$ cat src/hw/rtl/ptp_pkg.sv
`timescale 1ns / 1ps
package ptp_pkg;

   localparam int CORDIC_STEPS = 16;
   localparam int MAG_W = 33;
   localparam int ANG_W = 17;

   localparam logic [18:0] ATAN_TAB [CORDIC_STEPS] = '{
      19'd51472, 19'd30385, 19'd16055, 19'd8150, 19'd4091, 19'd2047, 19'd1024, 19'd512,
      19'd256, 19'd128, 19'd64, 19'd32, 19'd16, 19'd8, 19'd4, 19'd2
   };

   typedef enum logic [2:0] {
      REG_PAN_MIN    = 3'd0,
      REG_PAN_MAX    = 3'd1,
      REG_TILT_MIN   = 3'd2,
      REG_TILT_MAX   = 3'd3,
      REG_CAL_DEPTH  = 3'd4,
      REG_CAL_WIDTH  = 3'd5,
      REG_CAL_HEIGHT = 3'd6
   } csr_index_type;

   typedef struct packed {
      logic signed [31:0] x;
      logic signed [31:0] y;
      logic signed [18:0] z;
      logic               zero;
   } cordic_lane_type;

   // lanes: pan angle, pan full view, tilt angle, tilt full view
   typedef struct packed {
      logic                  valid;
      logic [1:0]            low;
      cordic_lane_type [3:0] lane;
   } cordic_word_type;

   typedef struct packed {
      logic [ANG_W-1:0] rem;
      logic [MAG_W-1:0] num;
      logic [ANG_W-1:0] full;
      logic             neg;
      logic             fz;
   } div_lane_type;

   typedef struct packed {
      logic               valid;
      div_lane_type [1:0] lane;
   } div_word_type;

endpackage

$ cat src/hw/rtl/ptp_div_cell.sv
`timescale 1ns / 1ps
module ptp_div_cell
   import ptp_pkg::*;
(
   input  logic         clock,
   input  logic         reset,
   input  logic         adv,
   input  div_word_type word_in,
   output div_word_type word_out
);

   div_word_type word_ff;
   div_word_type word_in_c;
   logic [ANG_W:0] trial [2];

   always_comb begin
      word_in_c = word_in;
      for (int k = 0; k < 2; k++) begin
         trial[k] = {word_in.lane[k].rem, word_in.lane[k].num[MAG_W-1]};
         if (trial[k] >= {1'b0, word_in.lane[k].full}) begin
            word_in_c.lane[k].rem = ANG_W'(trial[k] - {1'b0, word_in.lane[k].full});
            word_in_c.lane[k].num = {word_in.lane[k].num[MAG_W-2:0], 1'b1};
         end else begin
            word_in_c.lane[k].rem = trial[k][ANG_W-1:0];
            word_in_c.lane[k].num = {word_in.lane[k].num[MAG_W-2:0], 1'b0};
         end
      end
   end

   always_ff @(posedge clock) begin
      if (reset) begin
         word_ff.valid <= 1'b0;
      end else if (adv) begin
         word_ff <= word_in_c;
      end
   end

   assign word_out = word_ff;

endmodule

$ cat config.mk
export PLATFORM = sky130hd
export DESIGN_NAME = ptp_div_cell
export DESIGN_NICKNAME = d
export VERILOG_FILES = /design/src/hw/rtl/ptp_pkg.sv /design/src/hw/rtl/ptp_div_cell.sv
export SDC_FILE = /design/constraint.sdc
export NUM_CORES = 1
export LEC_CHECK = 0
export ABC_AREA = 0
export BUFFER_PORTS_ARGS = -buffer_cell sky130_fd_sc_hd__buf_2
export CORE_ASPECT_RATIO = 2
export CORE_MARGIN = 2
export CORE_UTILIZATION = 31
export CTS_BUF_LIST = sky130_fd_sc_hd__clkbuf_4 sky130_fd_sc_hd__clkbuf_8
export DETAILED_ROUTE_END_ITERATION = 6
export GPL_TIMING_DRIVEN = 0
export PLACE_DENSITY = 0.54
export SYNTH_ARGS = -nofsm -noshare
export SYNTH_HDL_FRONTEND = slang
export SYNTH_SLANG_ARGS = --single-unit
export TNS_END_PERCENT = 1
$ cat constraint.sdc
create_clock -name clock -period 22.2 [get_ports clock]
set_input_delay 3.33 -clock clock [delete_from_list [all_inputs] [get_ports clock]]
set_output_delay 3.33 -clock clock [all_outputs]
set_load 0.01 [all_outputs]
==> results by group <==
Status
  • Status: completed

Power and ir drop
  • Pwr dens: 73.17 mW/mm^2
  • Final Power: 0.6358 mW
  • Switching share of power: 29.53%
  • Combinational share of power: 20.3%
  • Int Pwr: 0.4480 mW
  • Net Sw Power: 0.1878 mW
  • Leakage: 3.806 nW
  • Maximum VDD drop: 0.04554 mV
  • Clock power frac: 29.8%
  • Power share of the sequential group: 49.9%

Timing
  • Slew Viols, Final: 0
  • Final Hold Vio Count: 0
  • Actual slew at the worst max-slew pin: 0.5153 ns
  • RSZ-0062 raised after global routing: false
  • Setup ws final: 16.44 ns
  • Slew headroom: 65.57%
  • Peak Freq: 0.1736 GHz
  • Tcrit/Tclk final: 25.95%
  • Final worst clock skew: 0 ns
  • Final setup fails: 0
  • Total negative slack: 0 ns
  • Tmin final: 5.760 ns

Routing
  • Drt pass-1 iters: 4
  • DRT iter0 DRCs: 164
  • WL per Instance: 17.29 um
  • Vias/cell: 4.694
  • Routed Wire Length: 18.50 mm
  • Residual DRC: 0
  • Post-route ant nets: 0
  • Routed vias: 5023

Setup path
  • Max Fanout on Critical Path: 10
  • Slowest cell on crit path: a211oi_2
  • CP required: 22.43 ns
  • Crit path cell chain: buf_2, inv_1, ha_1, inv_1, fa_1, a21o_1, a221oi_2, o21ai_1, a211oi_2, inv_2, buf_2, nor2_1, a21oi_1
  • Setup crit start kind: input pin
  • CP Capture Type: register
  • Reg-to-reg endpoint: word_out[138]
  • Critical path data arrival time: 5.99 ns
  • CP delay by family, top: compound AO/OA/AOI/OAI gates
  • CP Class: input pin to register
  • Reg2reg setup slack: 21.62 ns
  • Reg2reg start: word_out[138]
  • Buffers & Inverters on Critical Path: 5
  • Max incr delay on CP: 0.43 ns
  • Worst r2r path cells: 2

Floorplan
  • Row cnt: 75
  • DIE WIDTH: 106.4 um
  • Full die area: 0.02223 mm^2
  • Initial core utilization: 31.23%
  • Die Height: 208.9 um
  • Core Box Area: 0.02083 mm^2
  • # IOs: 281

Placed design
  • Placed wire-length estimate: 14.64 mm
  • DP Area: 0.008330 mm^2
  • Placer congestion estimate: 0.8123
  • PortBufs: 280
  • Pre-CTS setup slack: 15.85 ns

Clocking
  • Hold buffers post-CTS: 0
  • Post-CTS setup buffers: 0
  • CTS root buffer: clkbuf_8
  • Clock sink total: 139
  • Reg clk slew, reported paths: 0.08 ns
  • CTS buffer count: 17
  • Post-cts resize count: 0
  • H-tree depth: 4
  • CTS tree: built
  • Longest Clk Path Bufs: 2
  • Clock latency on the worst-skew pair: 0.48 ns

Worst hold path
  • Hold_sp: word_out[138]
  • Hold Crit Class: register to register
  • Worst Hold End: word_out[138]
  • Worst Hold Depth: 2

Cells and area
  • Final core utilization: 41.71%
  • Ratio of cells with drive above 1 in the final layout: 42.93%
  • Max reg flops: 139
  • Area growth, synth to finish: 33.58%
  • Design Area, Final: 0.008690 mm^2
  • Post-layout nets: 964

Global routing
  • Pin count of the biggest net entering global routing: 36
  • GRT Util Overall: 17.01%
  • Grt ovf: 0
  • Vias in the first global route: 5255
  • Global-route wire length before repair: 27.83 mm
  • Initial antenna violation count: 4

Logic synthesis
  • Synth cell types: 61
  • Mean Syn Cell Area: 13.47 um^2
  • Sequential share of the synthesized area: 64.01%
  • Area leader, netlist: edfxtp_1
  • Synth top area share: 63.70%
  • Syn_nets: 661
  • Ys Warns: 0
  • Count leader, synth: edfxtp_1
  • Synth cell count leaders: edfxtp_1 (138), inv_1 (47), a21oi_1 (38)
  • Synthesized flop and latch total: 139
  • Cell Area, Synth: 0.006505 mm^2
  • Top cells by area, synth: edfxtp_1 (64%), ha_1 (6.5%), a21oi_1 (2.9%), inv_1 (2.7%), nor2_1 (1.8%)
  • Main synth FF type: edfxtp_1
  • Synth Instances: 483
  • FFs w/ async S/R, synth: 0%
  • Post-synth EDFFs: 138

Job
  • Max capacitance violation total: 0
==> power by group through the flow <==
stage / combinational (mW) / clock, mW / sequential (mW)
finish: 0.129 / 0.190 / 0.317
global route: 0.141 / 0.207 / 0.320
CTS: 0.130 / 0.198 / 0.318
detailed placement: 0.129 / 0 / 0.323
global placement: 0.127 / 0 / 0.327
floorplan: 0.0633 / 0 / 0.338
==> placed cells by master (no fill, tap or decap), types with 4 or more instances in the layout <==
| cell type | count |
|---|---|
| buf_2 | 284 |
| edfxtp_1 | 138 |
| inv_1 | 47 |
| a21oi_1 | 38 |
| ha_1 | 34 |
| nor2_1 | 32 |
| nand2_1 | 20 |
| o21ai_0 | 19 |
| clkbuf_8 | 17 |
| xnor2_1 | 13 |
| a21o_1 | 12 |
| xor2_1 | 9 |
| nor3_1 | 7 |
| mux2_4 | 7 |
| nand4_1 | 5 |
| nand2b_1 | 5 |
| mux2_2 | 5 |
| nand3_1 | 5 |
| clkinv_4 | 5 |
| clkbuf_1 | 4 |
| buf_12 | 4 |
==> worst max-delay path by stage <==
stage | startpoint | endpoint | cells past startpoint
floorplan | reset | word_out[0] | 1
global placement | adv | word_out[119] | 2
detailed placement | word_in[120] | word_out[130] | 13
CTS | word_in[120] | word_out[133] | 13
global route | word_in[120] | word_out[123] | 13
finish | word_in[120] | word_out[133] | 13
==> stage by stage <==
step / cells / hold slack [ns]
3_3_place_gp: 1032 / 0.4718
4_1_cts: 1068 / 0.5071
6_report: 1070 / 0.5006
2_1_floorplan: 483 / 0.5279
3_5_place_dp: 1036 / 0.4881
5_1_grt: 1070 / 0.5724
==> worst min-delay path, stage by stage (launching register included) <==
cell and delay, ns:
dfxtp_1 0.33, mux2i_1 0.06, nor2_1 0.08
==> area by class of cell <==
class	instances	area [um^2]
fill	2071	12140
sequential	139	4164
multi-input combinational	286	2117
timing repair buffer	284	1481
tap	269	336.6
clock buffer	17	234.0
inverter	48	180.2
clock inverter	15	120.1
buffer	10	51.30
antenna	2	5.005
==> metal layers <==
metal	wire [um]	global-route usage, %
met3	1317	5.802
met4	696	9.673
met1	5852	14.69
met2	10610	32.74
met5	26	0
==> cell families after synthesis <==
kind of cell,after synthesis,share of synthesized area [%]
muxes,15,2.943
AOI/OAI and AO/OA,119,12.46
buffers and inverters,58,3.558
DFF,139,64.01
xor gates and xnor gates,22,2.962
adders and majority gates,36,7.155
and+or+nand+nor,94,6.905
Power figures use the tool's default switching activity.
