==> config.mk <==
export PLATFORM = sky130hd
export DESIGN_NAME = ptp_cordic_cell
export DESIGN_NICKNAME = d
export VERILOG_FILES = /design/src/hw/rtl/ptp_pkg.sv /design/src/hw/rtl/ptp_cordic_cell.sv
export SDC_FILE = /design/constraint.sdc
export NUM_CORES = 1
export LEC_CHECK = 0
export ABC_AREA = 1
export BUFFER_PORTS_ARGS = -buffer_cell sky130_fd_sc_hd__buf_2
export CAP_MARGIN = 15
export CORE_UTILIZATION = 44
export CTS_CLUSTER_SIZE = 16
export DETAILED_ROUTE_END_ITERATION = 7
export GPL_TIMING_DRIVEN = 0
export HOLD_SLACK_MARGIN = 0.03
export REMOVE_ABC_BUFFERS = 1
export SYNTH_ARGS = -nofsm -noshare
export SYNTH_HDL_FRONTEND = slang
export SYNTH_SLANG_ARGS = --single-unit
==> constraint.sdc <==
create_clock -name clock -period 53.8 [get_ports clock]
set_input_delay 10.76 -clock clock [delete_from_list [all_inputs] [get_ports clock]]
set_output_delay 10.76 -clock clock [all_outputs]
set_load 0.02 [all_outputs]
==> src/hw/rtl/ptp_pkg.sv <==
`timescale 1ns / 1ps
package ptp_pkg;

   localparam int CORDIC_STEPS = 16;
   localparam int MAG_W = 33;
   localparam int ANG_W = 17;

   localparam logic [18:0] ATAN_TAB [CORDIC_STEPS] = '{
      19'd51472, 19'd30385, 19'd16055, 19'd8150, 19'd4091, 19'd2047, 19'd1024, 19'd512,
      19'd256, 19'd128, 19'd64, 19'd32, 19'd16, 19'd8, 19'd4, 19'd2
   };

   typedef enum logic [2:0] {
      REG_PAN_MIN    = 3'd0,
      REG_PAN_MAX    = 3'd1,
      REG_TILT_MIN   = 3'd2,
      REG_TILT_MAX   = 3'd3,
      REG_CAL_DEPTH  = 3'd4,
      REG_CAL_WIDTH  = 3'd5,
      REG_CAL_HEIGHT = 3'd6
   } csr_index_type;

   typedef struct packed {
      logic signed [31:0] x;
      logic signed [31:0] y;
      logic signed [18:0] z;
      logic               zero;
   } cordic_lane_type;

   // lanes: pan angle, pan full view, tilt angle, tilt full view
   typedef struct packed {
      logic                  valid;
      logic [1:0]            low;
      cordic_lane_type [3:0] lane;
   } cordic_word_type;

   typedef struct packed {
      logic [ANG_W-1:0] rem;
      logic [MAG_W-1:0] num;
      logic [ANG_W-1:0] full;
      logic             neg;
      logic             fz;
   } div_lane_type;

   typedef struct packed {
      logic               valid;
      div_lane_type [1:0] lane;
   } div_word_type;

endpackage

==> src/hw/rtl/ptp_cordic_cell.sv <==
`timescale 1ns / 1ps
module ptp_cordic_cell
   import ptp_pkg::*;
#(
   parameter int STEP = 0
) (
   input  logic            clock,
   input  logic            reset,
   input  logic            adv,
   input  cordic_word_type word_in,
   output cordic_word_type word_out
);

   cordic_word_type word_ff;
   cordic_word_type word_in_c;

   always_comb begin
      word_in_c = word_in;
      for (int k = 0; k < 4; k++) begin
         if (!word_in.lane[k].y[31] && (word_in.lane[k].y != 32'sd0)) begin
            word_in_c.lane[k].x = word_in.lane[k].x + (word_in.lane[k].y >>> STEP);
            word_in_c.lane[k].y = word_in.lane[k].y - (word_in.lane[k].x >>> STEP);
            word_in_c.lane[k].z = word_in.lane[k].z + $signed(ATAN_TAB[STEP]);
         end else begin
            word_in_c.lane[k].x = word_in.lane[k].x - (word_in.lane[k].y >>> STEP);
            word_in_c.lane[k].y = word_in.lane[k].y + (word_in.lane[k].x >>> STEP);
            word_in_c.lane[k].z = word_in.lane[k].z - $signed(ATAN_TAB[STEP]);
         end
      end
   end

   always_ff @(posedge clock) begin
      if (reset) begin
         word_ff.valid <= 1'b0;
      end else if (adv) begin
         word_ff <= word_in_c;
      end
   end

   assign word_out = word_ff;

endmodule

==> impl_metrics.py <==
metrics = {
    "synth": {
        "syn-cell-area_sq_um": 42720,
        "ys_seq_elements": 335,
        "syn_area_per_cell_sq_um": 6.070,
        "yosysUniqueCellTypes": 39,
        "seq_area_frac_synth": 0.2353,
        "syn-instance-count": 7037,
        "synth_warnings": 0,
    },
    "cts": {
        "clock-root-buffer": "clkbuf_16",
        "cts_tree": "built",
        "clkSinkCount": 335,
        "ctsHoldBuffers": 0,
        "clockBufferDepth": 3,
        "clock_latency_ps": 630,
        "cts-resized-gates": 0,
        "postCtsSetupRepairBufs": 0,
        "clkTransAtPathRegs_ps": 60,
        "h-tree-depth": 2,
        "cts-buffers-inserted": 43,
    },
    "floorplan": {
        "core_sq_um": 95580,
        "die_x_um": 313.6,
        "floorplan.initialDensity": 0.4469,
        "pin_count": 681,
        "dieArea_sq_um": 98340,
        "rows": 113,
        "die_y_um": 313.6,
    },
    "sta": {
        "relSlewSlack": 0.3947,
        "fin_setup_tns_ps": 0,
        "period_share": 0.2660,
        "hold_viol": 0,
        "setup_viol": 0,
        "worstMarginPinSlew_ps": 907.9,
        "finClkSkew_ps": 0,
        "fin_ws_ps": 39490,
        "slew_violations": 0,
        "max_freq_ghz": 0.06987,
        "finalCriticalPeriod_ps": 14310,
        "rsz0062_at_grt": "no",
    },
    "critical_path": {
        "worstPathArrival_ps": 14700,
        "crit_chain": "buf_2, inv_1, nand2_1, nor3_1, nand3_1, nor2_2, nor2_4, buf_12, inv_2, buf_16, ha_1, a21oi_1, nand2_1, a21oi_1, o21ai_0, a21oi_1, inv_1, nand2_1, nand2_1",
        "r2r_slack_ps": 53230,
        "path_class": "in -> reg",
        "crit_buf_inv": 6,
        "cpLargestDelayFamily": "buffers and inverters",
        "cp-end-kind": "flop",
        "max_stage_delay_ps": 670,
        "required_ps": 54190,
        "slowest_stage": "inv_2",
        "cpMostUsedCell": "nand2_1",
        "cp_max_fo": 42,
        "cp-start-kind": "primary input",
    },
    "global_route": {
        "grt_pass1_wl_um": 239500,
        "grt_usage": 0.3151,
        "grt_pass1_vias": 42330,
        "grt-ovfl-total": 0,
        "antenna_found_initial": 32,
        "grt_max_degree": 70,
    },
    "detailed_routing": {
        "drt_first_pass_iters": 6,
        "wl_um": 159500,
        "num_vias": 45330,
        "route.detailed.drc": 0,
        "ant_nets": 0,
        "wl_per_cell_um": 17.86,
        "viasPerCell": 5.077,
        "drt_iter0_markers": 3661,
    },
    "final_layout": {
        "final_util": 0.5095,
        "largest_reg_flops": 335,
        "multi_input_area_sq_um": 26600,
        "area_growth_pct": 14.01,
        "drive_gt1_frac": 0.1059,
        "nets": 8395,
        "fillers": 10230,
        "register_area_sq_um": 10050,
    },
    "placement": {
        "preCtsSetupSlack_ps": 38860,
        "hpwlAfterDp_um": 136400,
        "port_buffers": 680,
        "place_congestion": 1.018,
    },
    "power_and_ir_drop": {
        "irDropWorstVdd_uv": 24.21,
        "leakage_nw": 27.57,
        "p_total_w": 0.001096,
        "cellPowerDensity_nw_per_um2": 22.50,
    },
    "flow_run": {
        "cap_violations": 0,
    },
    "outcome": {
        "status": "completed",
    },
    "worst_hold_path": {
        "min-delay-path-class": "reg -> reg",
    },
}
-- path summary, 6_finish.rpt --
path / startpoint / end / depth (start not counted)
worst max-delay path: word_in[207] / word_out[184] / 19
worst min-delay path: word_out[338] / word_out[338] / 2
worst max register to register: word_out[338] / word_out[338] / 2
worst min register to register: word_out[338] / word_out[338] / 2
-- power breakdown --
part / leakage [nW] / internal (W) / total [W] / switching, W
logic: 23.8 / 0.000140 / 0.000467 / 0.000327
registers: 3.12 / 0.000325 / 0.000333 / 0.00000771
clock network: 0.690 / 0.000171 / 0.000296 / 0.000125
-- logic make-up (layout without fill, tap and decap cells) --
| family | count (synthesis) | in the layout | synth area share |
|---|---|---|---|
| and+or+nand+nor | 3935 | 3935 | 0.3782 |
| buffers and inverters | 1543 | 2153 | 0.1430 |
| AOI/OAI and AO/OA | 616 | 616 | 0.07741 |
| adders and majority gates | 440 | 440 | 0.1317 |
| DFF | 335 | 335 | 0.2353 |
| xor gates and xnor gates | 168 | 168 | 0.03445 |
| other | 0 | 17 | 0 |
-- synth_stat cells --
library cell | number | area share
xnor2_1 | 9 | 0.0018
o21a_1 | 16 | 0.0028
o31ai_1 | 7 | 0.0012
o21bai_1 | 42 | 0.0074
nor2_1 | 506 | 0.044
nand3b_1 | 24 | 0.0042
nand2_2 | 7 | 0.0010
o2111ai_1 | 2 | 0.00041
nor3_1 | 37 | 0.0043
nand4_1 | 100 | 0.015
clkbuf_2 | 1 | 0.00012
nor3_2 | 9 | 0.0021
and2_1 | 7 | 0.0010
o21ai_2 | 1 | 0.00021
a21oi_1 | 329 | 0.039
or2_0 | 2 | 0.00029
a31oi_1 | 12 | 0.0018
o21ai_0 | 187 | 0.022
edfxtp_1 | 334 | 0.23
buf_2 | 97 | 0.011
inv_1 | 1373 | 0.12
ha_1 | 424 | 0.12
or2_1 | 1 | 0.00015
dfxtp_1 | 1 | 0.00047
nor4_1 | 2 | 0.00029
clkbuf_1 | 17 | 0.0015
nand3_1 | 640 | 0.075
a21o_1 | 14 | 0.0025
xor2_1 | 159 | 0.033
o21ai_1 | 6 | 0.00070
nor2_2 | 14 | 0.0021
buf_4 | 52 | 0.0091
inv_2 | 1 | 0.000088
nor2_4 | 1 | 0.00026
fa_1 | 16 | 0.0075
buf_1 | 2 | 0.00018
nor4_2 | 4 | 0.0012
nand2_1 | 2575 | 0.23
and3_1 | 6 | 0.00088
-- worst register-to-register path: stages, from the launching register on --
cell and delay [ps]:
dfxtp_1 340, nand2_1 60, a21oi_1 110
-- layout by cell type, fill, tap and decap left out, types with 7 or more instances in the layout --
cell type,n
nand2_1,2574
inv_1,1373
buf_2,680
nand3_1,640
nor2_1,504
ha_1,424
edfxtp_1,334
a21oi_1,329
o21ai_0,187
xor2_1,159
nand4_1,100
clkbuf_16,44
o21bai_1,42
nor3_1,37
nand3b_1,24
diode_2,17
o21a_1,16
fa_1,16
buf_12,15
a21o_1,14
nor2_2,12
a31oi_1,12
nor3_2,9
xnor2_1,9
o31ai_1,7
and2_1,7
inv_6,7
clkinv_2,7
-- area by class of cell --
| cell class | count | share of cell area |
|---|---|---|
| Sequential cell | 335 | 0.2064 |
| Multi-Input combinational cell | 5159 | 0.5463 |
| Clock inverter | 30 | 0.006243 |
| Inverter | 1374 | 0.1059 |
| Timing Repair Buffer | 700 | 0.07887 |
| Tap cell | 1265 | 0.03250 |
| Clock buffer | 49 | 0.02299 |
| Antenna cell | 17 | 0.0008735 |
-- per-layer routing --
layer  routed length [um]  track usage  share of wire  vias to the layer above
li1                     -            -              -                    23050
met1                70550       0.4189           0.44                    20590
met2                71340       0.5138           0.45                     1423
met3                11310      0.05034          0.071                      251
met4                 6144       0.1152          0.039                       22
met5                  136            0        0.00085                        -
-- stage by stage --
stage	hold slack [ps]	instance area (sq um)	cells
4_1_cts	469.3	48660	8912
5_1_grt	503.0	48690	8926
3_3_place_gp	440.8	46750	8813
2_1_floorplan	529.5	41770	6868
3_5_place_dp	459.3	47230	8833
6_report	473.5	48700	8929
Power figures use the tool's default switching activity.
